$ cat src/design/b64t_pkg.sv
package b64t_pkg;

	// Token geometry
	localparam int TokenChars = 22;
	localparam int TokenBits  = 128;
	localparam int AccBits    = 126;
	localparam int CountBits  = 5;

	// Operation codes
	typedef enum logic {
		OP_ENCODE = 1'b0,
		OP_DECODE = 1'b1
	} op_t;

	// Result kinds
	typedef enum logic {
		KIND_CHAR    = 1'b0,
		KIND_VERDICT = 1'b1
	} kind_t;

	// ASCII anchors of the URL alphabet
	localparam logic [7:0] ChUpperA = 8'h41;
	localparam logic [7:0] ChUpperZ = 8'h5A;
	localparam logic [7:0] ChLowerA = 8'h61;
	localparam logic [7:0] ChLowerZ = 8'h7A;
	localparam logic [7:0] ChDigit0 = 8'h30;
	localparam logic [7:0] ChDigit9 = 8'h39;
	localparam logic [7:0] ChMinus  = 8'h2D;
	localparam logic [7:0] ChUnder  = 8'h5F;

	typedef struct packed {
		op_t                operation;
		logic signed [63:0] timestamp_in;
		logic        [63:0] id_in;
		logic        [7:0]  char_in;
		logic               char_last;
	} in_item_t;

	typedef struct packed {
		kind_t       result_kind;
		logic [7:0]  char_out;
		logic        last_out;
		logic        decode_ok;
		logic [62:0] timestamp_out;
		logic [63:0] id_out;
	} out_item_t;

	typedef struct packed {
		logic        busy;
		logic        last;
		logic [7:0]  char_out;
	} enc_status_t;

	typedef struct packed {
		logic        ok;
		logic [62:0] timestamp;
		logic [63:0] id;
	} verdict_t;

	typedef struct packed {
		logic       valid;
		logic [5:0] value;
	} sextet_t;

	// Map an ASCII byte to its six-bit value
	function automatic sextet_t sextet_of(input logic [7:0] c);
		sextet_t s;
		s.valid = 1'b1;
		s.value = 6'd0;
		if (c >= ChUpperA && c <= ChUpperZ) begin
			s.value = 6'(c - ChUpperA);
		end else if (c >= ChLowerA && c <= ChLowerZ) begin
			s.value = 6'(c - ChLowerA) + 6'd26;
		end else if (c >= ChDigit0 && c <= ChDigit9) begin
			s.value = 6'(c - ChDigit0) + 6'd52;
		end else if (c == ChMinus) begin
			s.value = 6'd62;
		end else if (c == ChUnder) begin
			s.value = 6'd63;
		end else begin
			s.valid = 1'b0;
		end
		return s;
	endfunction

	// Map a six-bit value to its ASCII character
	function automatic logic [7:0] char_of(input logic [5:0] v);
		logic [7:0] c;
		if (v < 6'd26) begin
			c = ChUpperA + {2'b00, v};
		end else if (v < 6'd52) begin
			c = ChLowerA + {2'b00, v - 6'd26};
		end else if (v < 6'd62) begin
			c = ChDigit0 + {2'b00, v - 6'd52};
		end else if (v == 6'd62) begin
			c = ChMinus;
		end else begin
			c = ChUnder;
		end
		return c;
	endfunction

endpackage

$ cat src/design/b64t_if.sv
interface b64t_in_if;
	logic                valid;
	logic                ready;
	b64t_pkg::in_item_t  payload;

	modport source (output valid, output payload, input ready);
	modport sink (input valid, input payload, output ready);
endinterface

interface b64t_out_if;
	logic                valid;
	logic                ready;
	b64t_pkg::out_item_t payload;

	modport source (output valid, output payload, input ready);
	modport sink (input valid, input payload, output ready);
endinterface

$ cat src/design/b64t_encoder.sv
module b64t_encoder (
	input  logic                      clk,
	input  logic                      arst_n,
	input  logic                      load,
	input  logic [127:0]              token,
	input  logic                      emit,
	output b64t_pkg::enc_status_t     status
);
	import b64t_pkg::*;

	logic [TokenBits-1:0] shift_q;
	logic [CountBits-1:0] left_q;

	// Shift the token out six bits per character, zeros fill the tail
	always_ff @(posedge clk or negedge arst_n) begin
		if (!arst_n) begin
			left_q <= '0;
		end else if (load) begin
			left_q <= CountBits'(TokenChars);
		end else if (emit) begin
			left_q <= left_q - CountBits'(1);
		end
	end

	always_ff @(posedge clk) begin
		if (load) begin
			shift_q <= token;
		end else if (emit) begin
			shift_q <= {shift_q[TokenBits-7:0], 6'd0};
		end
	end

	assign status.busy     = (left_q != '0);
	assign status.last     = (left_q == CountBits'(1));
	assign status.char_out = char_of(shift_q[TokenBits-1 -: 6]);

endmodule

$ cat src/design/b64t_decoder.sv
module b64t_decoder (
	input  logic                  clk,
	input  logic                  arst_n,
	input  logic                  step,
	input  logic [7:0]            char_in,
	input  logic                  char_last,
	output b64t_pkg::verdict_t    verdict
);
	import b64t_pkg::*;

	logic [AccBits-1:0]   acc_q;
	logic [CountBits-1:0] count_q;
	logic                 bad_q;
	sextet_t              sx;
	logic [63:0]          ts;
	logic [63:0]          id;
	logic                 ok;

	assign sx = sextet_of(char_in);

	// Accumulate characters; clear everything after the last one
	always_ff @(posedge clk or negedge arst_n) begin
		if (!arst_n) begin
			acc_q   <= '0;
			count_q <= '0;
			bad_q   <= 1'b0;
		end else if (step) begin
			if (char_last) begin
				acc_q   <= '0;
				count_q <= '0;
				bad_q   <= 1'b0;
			end else begin
				if (count_q < CountBits'(TokenChars - 1)) begin
					acc_q <= {acc_q[AccBits-7:0], sx.value};
				end
				if (count_q != '1) begin
					count_q <= count_q + CountBits'(1);
				end
				bad_q <= bad_q | ~sx.valid;
			end
		end
	end

	// Check the token formed with the last character
	assign ts = acc_q[AccBits-1 -: 64];
	assign id = {acc_q[61:0], sx.value[5:4]};
	assign ok = (count_q == CountBits'(TokenChars - 1)) && !bad_q && sx.valid
		&& (ts != '0) && !ts[63] && (id != '0);

	assign verdict.ok        = ok;
	assign verdict.timestamp = ok ? ts[62:0] : '0;
	assign verdict.id        = ok ? id : '0;

endmodule

$ cat src/design/base64url_token_codec.sv
// Channel   Role    Payload
// cmd       sink    operation, timestamp_in, id_in, char_in, char_last
// res       source  result_kind, char_out, last_out, decode_ok, timestamp_out, id_out
//
// A decode character is accepted every cycle unless an encode item or a final character is held waiting.
// An encode item yields 22 characters, one per cycle unless res stalls, from the encoder shift register;
// the next encode item loads on the cycle the last character leaves.
// A verdict leaves once the encoder burst ahead of it is done.
// Reset clears the decode state, the burst counter and both valid flags.
// A stall on res holds the result register; encode items and last decode characters wait in the input register.
module base64url_token_codec (
	input  logic clk,
	input  logic arst_n,
	b64t_in_if.sink    cmd,
	b64t_out_if.source res
);
	import b64t_pkg::*;

	logic        s1_valid_q;
	in_item_t    item_s1;
	logic        out_valid_q;
	out_item_t   out_q;
	logic        out_free;
	logic        s1_adv;
	logic        enc_emit;
	logic        enc_avail;
	logic        enc_load;
	logic        dec_step;
	logic        verdict_go;
	enc_status_t enc_st;
	verdict_t    verdict;

	assign out_free  = !out_valid_q || res.ready;
	assign enc_emit  = enc_st.busy && out_free;
	assign enc_avail = !enc_st.busy || (enc_emit && enc_st.last);

	// Decide whether the held item moves on this cycle
	always_comb begin
		s1_adv = 1'b0;
		if (s1_valid_q) begin
			if (item_s1.operation == OP_ENCODE) begin
				s1_adv = enc_avail;
			end else if (item_s1.char_last) begin
				s1_adv = !enc_st.busy && out_free;
			end else begin
				s1_adv = 1'b1;
			end
		end
	end

	assign enc_load   = s1_adv && (item_s1.operation == OP_ENCODE);
	assign dec_step   = s1_adv && (item_s1.operation == OP_DECODE);
	assign verdict_go = dec_step && item_s1.char_last;
	assign cmd.ready  = !s1_valid_q || s1_adv;

	// Input register
	always_ff @(posedge clk or negedge arst_n) begin
		if (!arst_n) begin
			s1_valid_q <= 1'b0;
		end else if (cmd.ready) begin
			s1_valid_q <= cmd.valid;
		end
	end

	always_ff @(posedge clk) begin
		if (cmd.ready && cmd.valid) begin
			item_s1 <= cmd.payload;
		end
	end

	b64t_encoder u_enc (
		.clk    (clk),
		.arst_n (arst_n),
		.load   (enc_load),
		.token  ({item_s1.timestamp_in, item_s1.id_in}),
		.emit   (enc_emit),
		.status (enc_st)
	);

	b64t_decoder u_dec (
		.clk       (clk),
		.arst_n    (arst_n),
		.step      (dec_step),
		.char_in   (item_s1.char_in),
		.char_last (item_s1.char_last),
		.verdict   (verdict)
	);

	// Result register: encoder characters first, then verdicts
	always_ff @(posedge clk or negedge arst_n) begin
		if (!arst_n) begin
			out_valid_q <= 1'b0;
		end else if (enc_emit || verdict_go) begin
			out_valid_q <= 1'b1;
		end else if (res.ready) begin
			out_valid_q <= 1'b0;
		end
	end

	always_ff @(posedge clk) begin
		if (enc_emit) begin
			out_q.result_kind   <= KIND_CHAR;
			out_q.char_out      <= enc_st.char_out;
			out_q.last_out      <= enc_st.last;
			out_q.decode_ok     <= 1'b0;
			out_q.timestamp_out <= '0;
			out_q.id_out        <= '0;
		end else if (verdict_go) begin
			out_q.result_kind   <= KIND_VERDICT;
			out_q.char_out      <= '0;
			out_q.last_out      <= 1'b1;
			out_q.decode_ok     <= verdict.ok;
			out_q.timestamp_out <= verdict.timestamp;
			out_q.id_out        <= verdict.id;
		end
	end

	assign res.valid   = out_valid_q;
	assign res.payload = out_q;

endmodule

$ cat src/flat_wrapper.sv
// flat-port wrapper written by rule: the top's interface ports become plain ports
module base64url_token_codec_flat import b64t_pkg::*;
  (clk, arst_n, cmd_valid, cmd_payload, cmd_ready, res_valid, res_payload, res_ready);
  b64t_in_if cmd_i ();
  b64t_out_if res_i ();
  input  logic clk;
  input  logic arst_n;
  input wire logic [$bits(cmd_i.valid)-1:0] cmd_valid;
  input wire logic [$bits(cmd_i.payload)-1:0] cmd_payload;
  output wire logic [$bits(cmd_i.ready)-1:0] cmd_ready;
  output wire logic [$bits(res_i.valid)-1:0] res_valid;
  output wire logic [$bits(res_i.payload)-1:0] res_payload;
  input wire logic [$bits(res_i.ready)-1:0] res_ready;
  assign cmd_i.valid = cmd_valid;
  assign cmd_i.payload = cmd_payload;
  assign cmd_ready = cmd_i.ready;
  assign res_valid = res_i.valid;
  assign res_payload = res_i.payload;
  assign res_i.ready = res_ready;
  base64url_token_codec u_core (.clk(clk), .arst_n(arst_n), .cmd(cmd_i), .res(res_i));
endmodule
$ cat config.mk
export PLATFORM = sky130hd
export DESIGN_NAME = base64url_token_codec_flat
export DESIGN_NICKNAME = d
export VERILOG_FILES = /design/src/design/b64t_pkg.sv /design/src/design/b64t_if.sv /design/src/design/b64t_encoder.sv /design/src/design/b64t_decoder.sv /design/src/design/base64url_token_codec.sv /design/src/flat_wrapper.sv
export SDC_FILE = /design/constraint.sdc
export NUM_CORES = 1
export LEC_CHECK = 0
export BUFFER_PORTS_ARGS = -buffer_cell sky130_fd_sc_hd__buf_2
export CORE_MARGIN = 2
export CORE_UTILIZATION = 40
export CTS_BUF_LIST = sky130_fd_sc_hd__clkbuf_16
export DETAILED_ROUTE_END_ITERATION = 8
export MAX_ROUTING_LAYER = met4
export PLACE_DENSITY_LB_ADDON = 0.12
export SLEW_MARGIN = 20
export SYNTH_ARGS = -nofsm -noshare
export SYNTH_HDL_FRONTEND = slang
export SYNTH_SLANG_ARGS = --single-unit
$ cat constraint.sdc
create_clock -name clk -period 7.8 [get_ports clk]
set_clock_uncertainty 0.1 [all_clocks]
set_input_delay 1.95 -clock clk [delete_from_list [all_inputs] [get_ports clk]]
set_output_delay 1.95 -clock clk [all_outputs]
set_load 0.005 [all_outputs]
**Word-level counts from Yosys, hierarchy flattened**

Index checks and enable logic that the tools add are counted.

- Order comparisons: 10
- Eq/ne operators: 6
- Add/subtract/negate cells: 12
- Bitwise operators: 3
- Reduce and logical (&&, ||, !) cells: 34
- Multiplexer cells: 32

Operators by type and width:

| kind | count |
|---|---|
| $mux W137 | 2 |
| $mux W128 | 2 |
| $mux W126 | 2 |
| $reduce_bool A64 Y1 | 2 |
| $mux W64 | 1 |
| $mux W63 | 1 |
| $mux W6 | 5 |
| $mux W5 | 4 |
| $sub A6 B6 Y6 const B | 3 |
| $add A7 B6 Y8 const A | 2 |
| $ge A8 B7 Y1 const B | 2 |
| $le A8 B7 Y1 const B | 2 |
| $mux W8 | 2 |
| $logic_and A1 B1 Y1 | 15 |
| $mux W7 | 2 |
| $lt A6 B6 Y1 const B | 2 |
| $mux W1 | 11 |
| $reduce_bool A2 Y1 | 5 |
| $eq A8 B6 Y1 const B | 1 |
| $eq A8 B7 Y1 const B | 1 |
| $ge A8 B6 Y1 const B | 1 |
| $le A8 B6 Y1 const B | 1 |
| $add A6 B6 Y7 const A | 1 |
| $add A6 B5 Y6 const B | 1 |
| 17 further kinds | 26 |

- Output and inout bits: 140
- Register bits: 543
- Logic and storage cells: 115
- Bits of input ports: 142

**Depth between registers and ports, before layout**

- Depth after elaboration: 13
- Gate-level depth with buffers: 12
- Depth with buffers taken out: 9

**By module**

A second synthesis with hierarchy kept.

- Cell total of the unflattened synthesis: 1578
- Area total of the unflattened synthesis: 22565.4 µm²

By module, submodules not included:

| module | cells an instance | area each (µm²) | times used | seq. area each (µm²) |
|---|---|---|---|---|
| base64url_token_codec | 608 | 9840.7 | 1 | 7046.8 |
| b64t_decoder | 601 | 6578.8 | 1 | 3303.2 |
| b64t_encoder | 369 | 6145.9 | 1 | 3968.8 |

**Worst setup path before layout**

No wires, ideal clock.

- Path type: input to register
- From: in res_ready
- To: reg u_core.item_s1[0] (netlist name) (enable)
- Arrival time: 8713 ps
- Buffers on the path: 0
- Path slack: -1667 ps
- Library setup time: 654 ps
- Cell stages on the path: 6
- Required time: 7046 ps
- Cell sequence: nand2b_1 -> a21oi_1 -> nor2_1 -> o21ai_0 -> and3_1 -> nor2b_1

- Longest elaborated chain between the ends: 8
- Elaborated cells on any way between the ends: 10
- Those cells by class: mux: 3; reduce/logical: 7

RTL lines:

| element | RTL line | RTL |
|---|---|---|
| start, declared | flat_wrapper.sv:13 | `input wire logic [$bits(res_i.ready)-1:0] res_ready;` |
| $logic_or A1 B1 Y1 * | base64url_token_codec.sv:33 | `assign out_free = !out_valid_q \|\| res.ready;` |
| $logic_and A1 B1 Y1 | base64url_token_codec.sv:34 | `assign enc_emit = enc_st.busy && out_free;` |
| $logic_and A1 B1 Y1 | base64url_token_codec.sv:35 | `assign enc_avail = !enc_st.busy \|\| (enc_emit && enc_st.last);` |
| $logic_or A1 B1 Y1 | base64url_token_codec.sv:35 |  |
| $mux W1 * | base64url_token_codec.sv:41 | `if (item_s1.operation == OP_ENCODE) begin` |
| $mux W1 * | base64url_token_codec.sv:40 | `if (s1_valid_q) begin` |
| $logic_or A1 B1 Y1 * | base64url_token_codec.sv:54 | `assign cmd.ready = !s1_valid_q \|\| s1_adv;` |
| $logic_and A1 B1 Y1 * | base64url_token_codec.sv:66 | `if (cmd.ready && cmd.valid) begin` |
| end signal, assigned | base64url_token_codec.sv:67 | `item_s1 <= cmd.payload;` |
| end, declared | base64url_token_codec.sv:20 | `in_item_t item_s1;` |

Mark *: on every way between the ends. The rest lies on a longest branch, timed or not.
A chain may end at the register's enable or synchronous reset.

**Worst setup path in the final report**

- From: in res_ready
- To: out cmd_ready

- Longest elaborated chain between the ends: 7
- Elaborated cells on any way between the ends: 9
- Those cells by class: mux: 3; reduce/logical: 6

RTL lines:

| element | RTL line | RTL |
|---|---|---|
| $logic_or A1 B1 Y1 * | base64url_token_codec.sv:33 |  |
| $logic_and A1 B1 Y1 | base64url_token_codec.sv:34 |  |
| $logic_and A1 B1 Y1 | base64url_token_codec.sv:35 |  |
| $logic_or A1 B1 Y1 | base64url_token_codec.sv:35 |  |
| $mux W1 * | base64url_token_codec.sv:41 |  |
| $mux W1 * | base64url_token_codec.sv:40 |  |
| $logic_or A1 B1 Y1 * | base64url_token_codec.sv:54 |  |
| end, declared | flat_wrapper.sv:10 | `output wire logic [$bits(cmd_i.ready)-1:0] cmd_ready;` |

Marked as above.

==> metrics.txt <==
CTS Buf Count 57; Worst IR Drop VDD 0.000212 V; pin count of the biggest net entering global routing 139; share of layout cells above drive strength 1 18.7%; instance count of the mapped netlist 1,794; YS warnings 0; Cell Rows 83; # resized after CTS 0; Sequential Power Share 50.6%; Area growth syn-to-layout 17.8%; Hold Fails Final Rpt 0; DP Wirelength 30,300 microns; outcome completed; GR met1 Demand/Resource 24.2%; net switching fraction of the power 28.4%; Comb power frac 16.6%; Worst EP arrival 3.17 ns; Critical Path RT 5.75 ns; EDFF count, synth 275; setup bufs post-CTS 0; Via-to-Cell Ratio 4.95; CTS tree done; I/O pin cnt 282; Die X 233 microns; most common cell in the synthesized netlist nand2_1; clk sinks 543; Netlist cell types 54; CP Launch Type input pin; number of H-tree levels 2; clk_lat worst skew 0.59 ns; Worst Setup End Kind primary output; fin crit share 66.9%; Avg WL per Cell 16.9 microns; switching pwr 2.20 mW; Total GRT Usage 17.7%; highest clock rate 0.192 GHz; Initial Utilization 40.6%; Routed WL 46,800 microns; top_reg_cell synth edfxtp_1; # setup viols final 0; syn_nets 1,960; vias after detailed routing 13,700; CTS max path bufs 3; worst hold path class register to register; Syn Area/Cell 11.7 sq um; maximum capacitance violations 0; Most Used Layer, Global Route met2; Fill cells 4,749; grt met3 use 2.87%; top post-synthesis cells by area edfxtp_1 (39%), dfrtp_1 (17%), dfxtp_1 (12%), nand2_1 (9.2%), a22o_1 (5.5%); internal power 5.54 mW; # nets final 2,208; RSZ-0062 raised after global routing no; GRT overflow 0; first-pass iteration count of the detailed router 4; Period minus WS final 5.22 ns; Worst Tran Pin Value 0.991 ns; setup TNS 0 ns; final slew viol count 0; RePlAce Congestion 0.803; first-pass GRT wire length 74,000 microns; cell taking the most area after synthesis edfxtp_1; register bit count reported by yosys 543; die height 233 microns; Design Power 7.75 mW; FF+latch area 0.0143 sq mm; P_leak 10.5 nW; CTS hold repair buffers 0; number of global-route vias before repair 13,400; Max-slew headroom 33.9%; initial antenna violation count 2; total core area 0.0516 sq mm; PwrDens 314 mW/mm^2; Commonest cells post-synth nand2_1 (516), edfxtp_1 (275), dfrtp_1 (139); DRC viols 0; Cell Area, Synth 0.0210 sq mm; worst setup path class input pin to primary output; met2 usage 27.4%; ANT nets after route 0; DRT iter0 DRCs 859; Synth top area share 39.4%; asr flop ratio synth 25.6%; Multi-input gate area 0.00620 sq mm; clk slew on worst S/H paths 0.06 ns; root buffer cell clkbuf_16; worst-path fanout max 5; die area 0.0543 sq mm; IO buf count 281; sequential area share after synthesis 68.3%; Clk pwr share 32.8%
## metal layers
layer	up-vias	share of wire [%]
li1	6801	-
met1	6551	47
met2	289	47
met3	62	4.6
met4	0	1.8
met5	-	0
## worst max-delay path: stages
cell and delay, ns:
buf_2 0.10, nand2b_1 0.20, a21oi_1 0.18, nor2_1 0.10
o21ai_0 0.16, and3_1 0.26, inv_1 0.09, buf_2 0.13
## power groups by stage
stage / sequential [mW] / clock (mW) / combinational [mW]
2_1_floorplan: 3.92 / 0 / 0.935
3_3_place_gp: 3.98 / 0 / 1.30
3_5_place_dp: 3.98 / 0 / 1.32
4_1_cts: 3.93 / 2.62 / 1.32
5_1_grt: 3.98 / 2.74 / 1.49
6_report: 3.92 / 2.54 / 1.28
## metrics by stage
step | hold slack [ns] | worst slack, ns | std cells | cell area (sq um) | utilization [%]
floorplan | 0.351 | 1.05 | 1794 | 21000 | -
global placement | 0.334 | 2.56 | 2663 | 23000 | 44.5
detailed placement | 0.340 | 2.57 | 2663 | 23000 | 44.5
CTS | 0.355 | 2.56 | 2768 | 24700 | 47.9
global route | 0.372 | 2.45 | 2770 | 24700 | 47.9
finish | 0.356 | 2.58 | 2770 | 24700 | 47.9
## placed cells by master (no fill, tap or decap), drive strengths merged, types with 2 or more instances in the layout
master | netlist | final
a2111oi | 2 | 2
a211oi | 3 | 3
a21boi | 4 | 4
a21o | 5 | 5
a21oi | 25 | 25
a221oi | 3 | 3
a22o | 131 | 131
a311oi | 2 | 2
a31oi | 2 | 2
and2 | 11 | 11
and3 | 3 | 3
and4 | 3 | 3
buf | 17 | 294
bufinv | 0 | 3
clkbuf | 88 | 58
clkinv | 0 | 28
clkinvlp | 0 | 6
dfrtp | 139 | 139
dfxtp | 129 | 129
diode | 0 | 2
edfxtp | 275 | 275
ha | 24 | 24
inv | 17 | 27
nand2 | 516 | 516
nand2b | 124 | 124
nand3 | 8 | 8
nand3b | 2 | 2
nand4 | 12 | 12
nor2 | 22 | 22
nor2b | 5 | 5
nor3 | 7 | 7
nor3b | 3 | 3
nor4 | 34 | 34
o211ai | 4 | 4
o21ai | 138 | 138
o22ai | 3 | 3
o31ai | 5 | 5
xnor2 | 10 | 10
xor2 | 6 | 6
## logic make-up (layout without fill, tap and decap cells)
kind of cell	after synthesis	after routing	synth area share, %
and+or+nand+nor	754	754	16.2
DFF	543	543	68.3
AOI/OAI and AO/OA	334	334	10.9
buffers and inverters	122	416	2.48
adders and majority gates	24	24	1.43
xor gates and xnor gates	16	16	0.668
muxes	1	1	0.0537
other	0	2	0
## path summary, 6_finish.rpt
kind,from,depth (start not counted),slack (ns),end
max in group asynchronous,arst_n,2,4.91,u_core.u_dec.acc_q[46]
worst min-delay path,u_core.res.payload[127],1,0.36,u_core.res.payload[127]
worst min register to register,u_core.res.payload[127],1,0.36,u_core.res.payload[127]
worst max register to register,u_core.item_s1[3],10,3.51,u_core.res.payload[71]
min in group asynchronous,arst_n,1,1.25,u_core.u_dec.acc_q[99]
worst max-delay path,res_ready,8,2.58,cmd_ready
## state kept, by name, summed over array words and instances, names as in the netlist
signal / cells
u_core.u_enc.left_q: 5
u_core.res.payload: 138
u_core.u_dec.acc_q: 126
u_core.s1_valid_q: 1
u_core.u_enc.shift_q: 128
u_core.res.valid: 1
u_core.u_dec.count_q: 5
u_core.u_dec.bad_q: 1
u_core.item_s1: 138
## area by class of cell
type | instances | share of cell area [%]
Inverter | 17 | 0.258
Multi-Input combinational cell | 1129 | 25.1
Antenna cell | 2 | 0.0203
Clock inverter | 47 | 1.22
Tap cell | 680 | 3.44
Sequential cell | 543 | 57.9
Timing Repair Buffer | 294 | 6.16
Clock buffer | 58 | 5.87
Note: power is estimated with default switching activity, not from simulation.
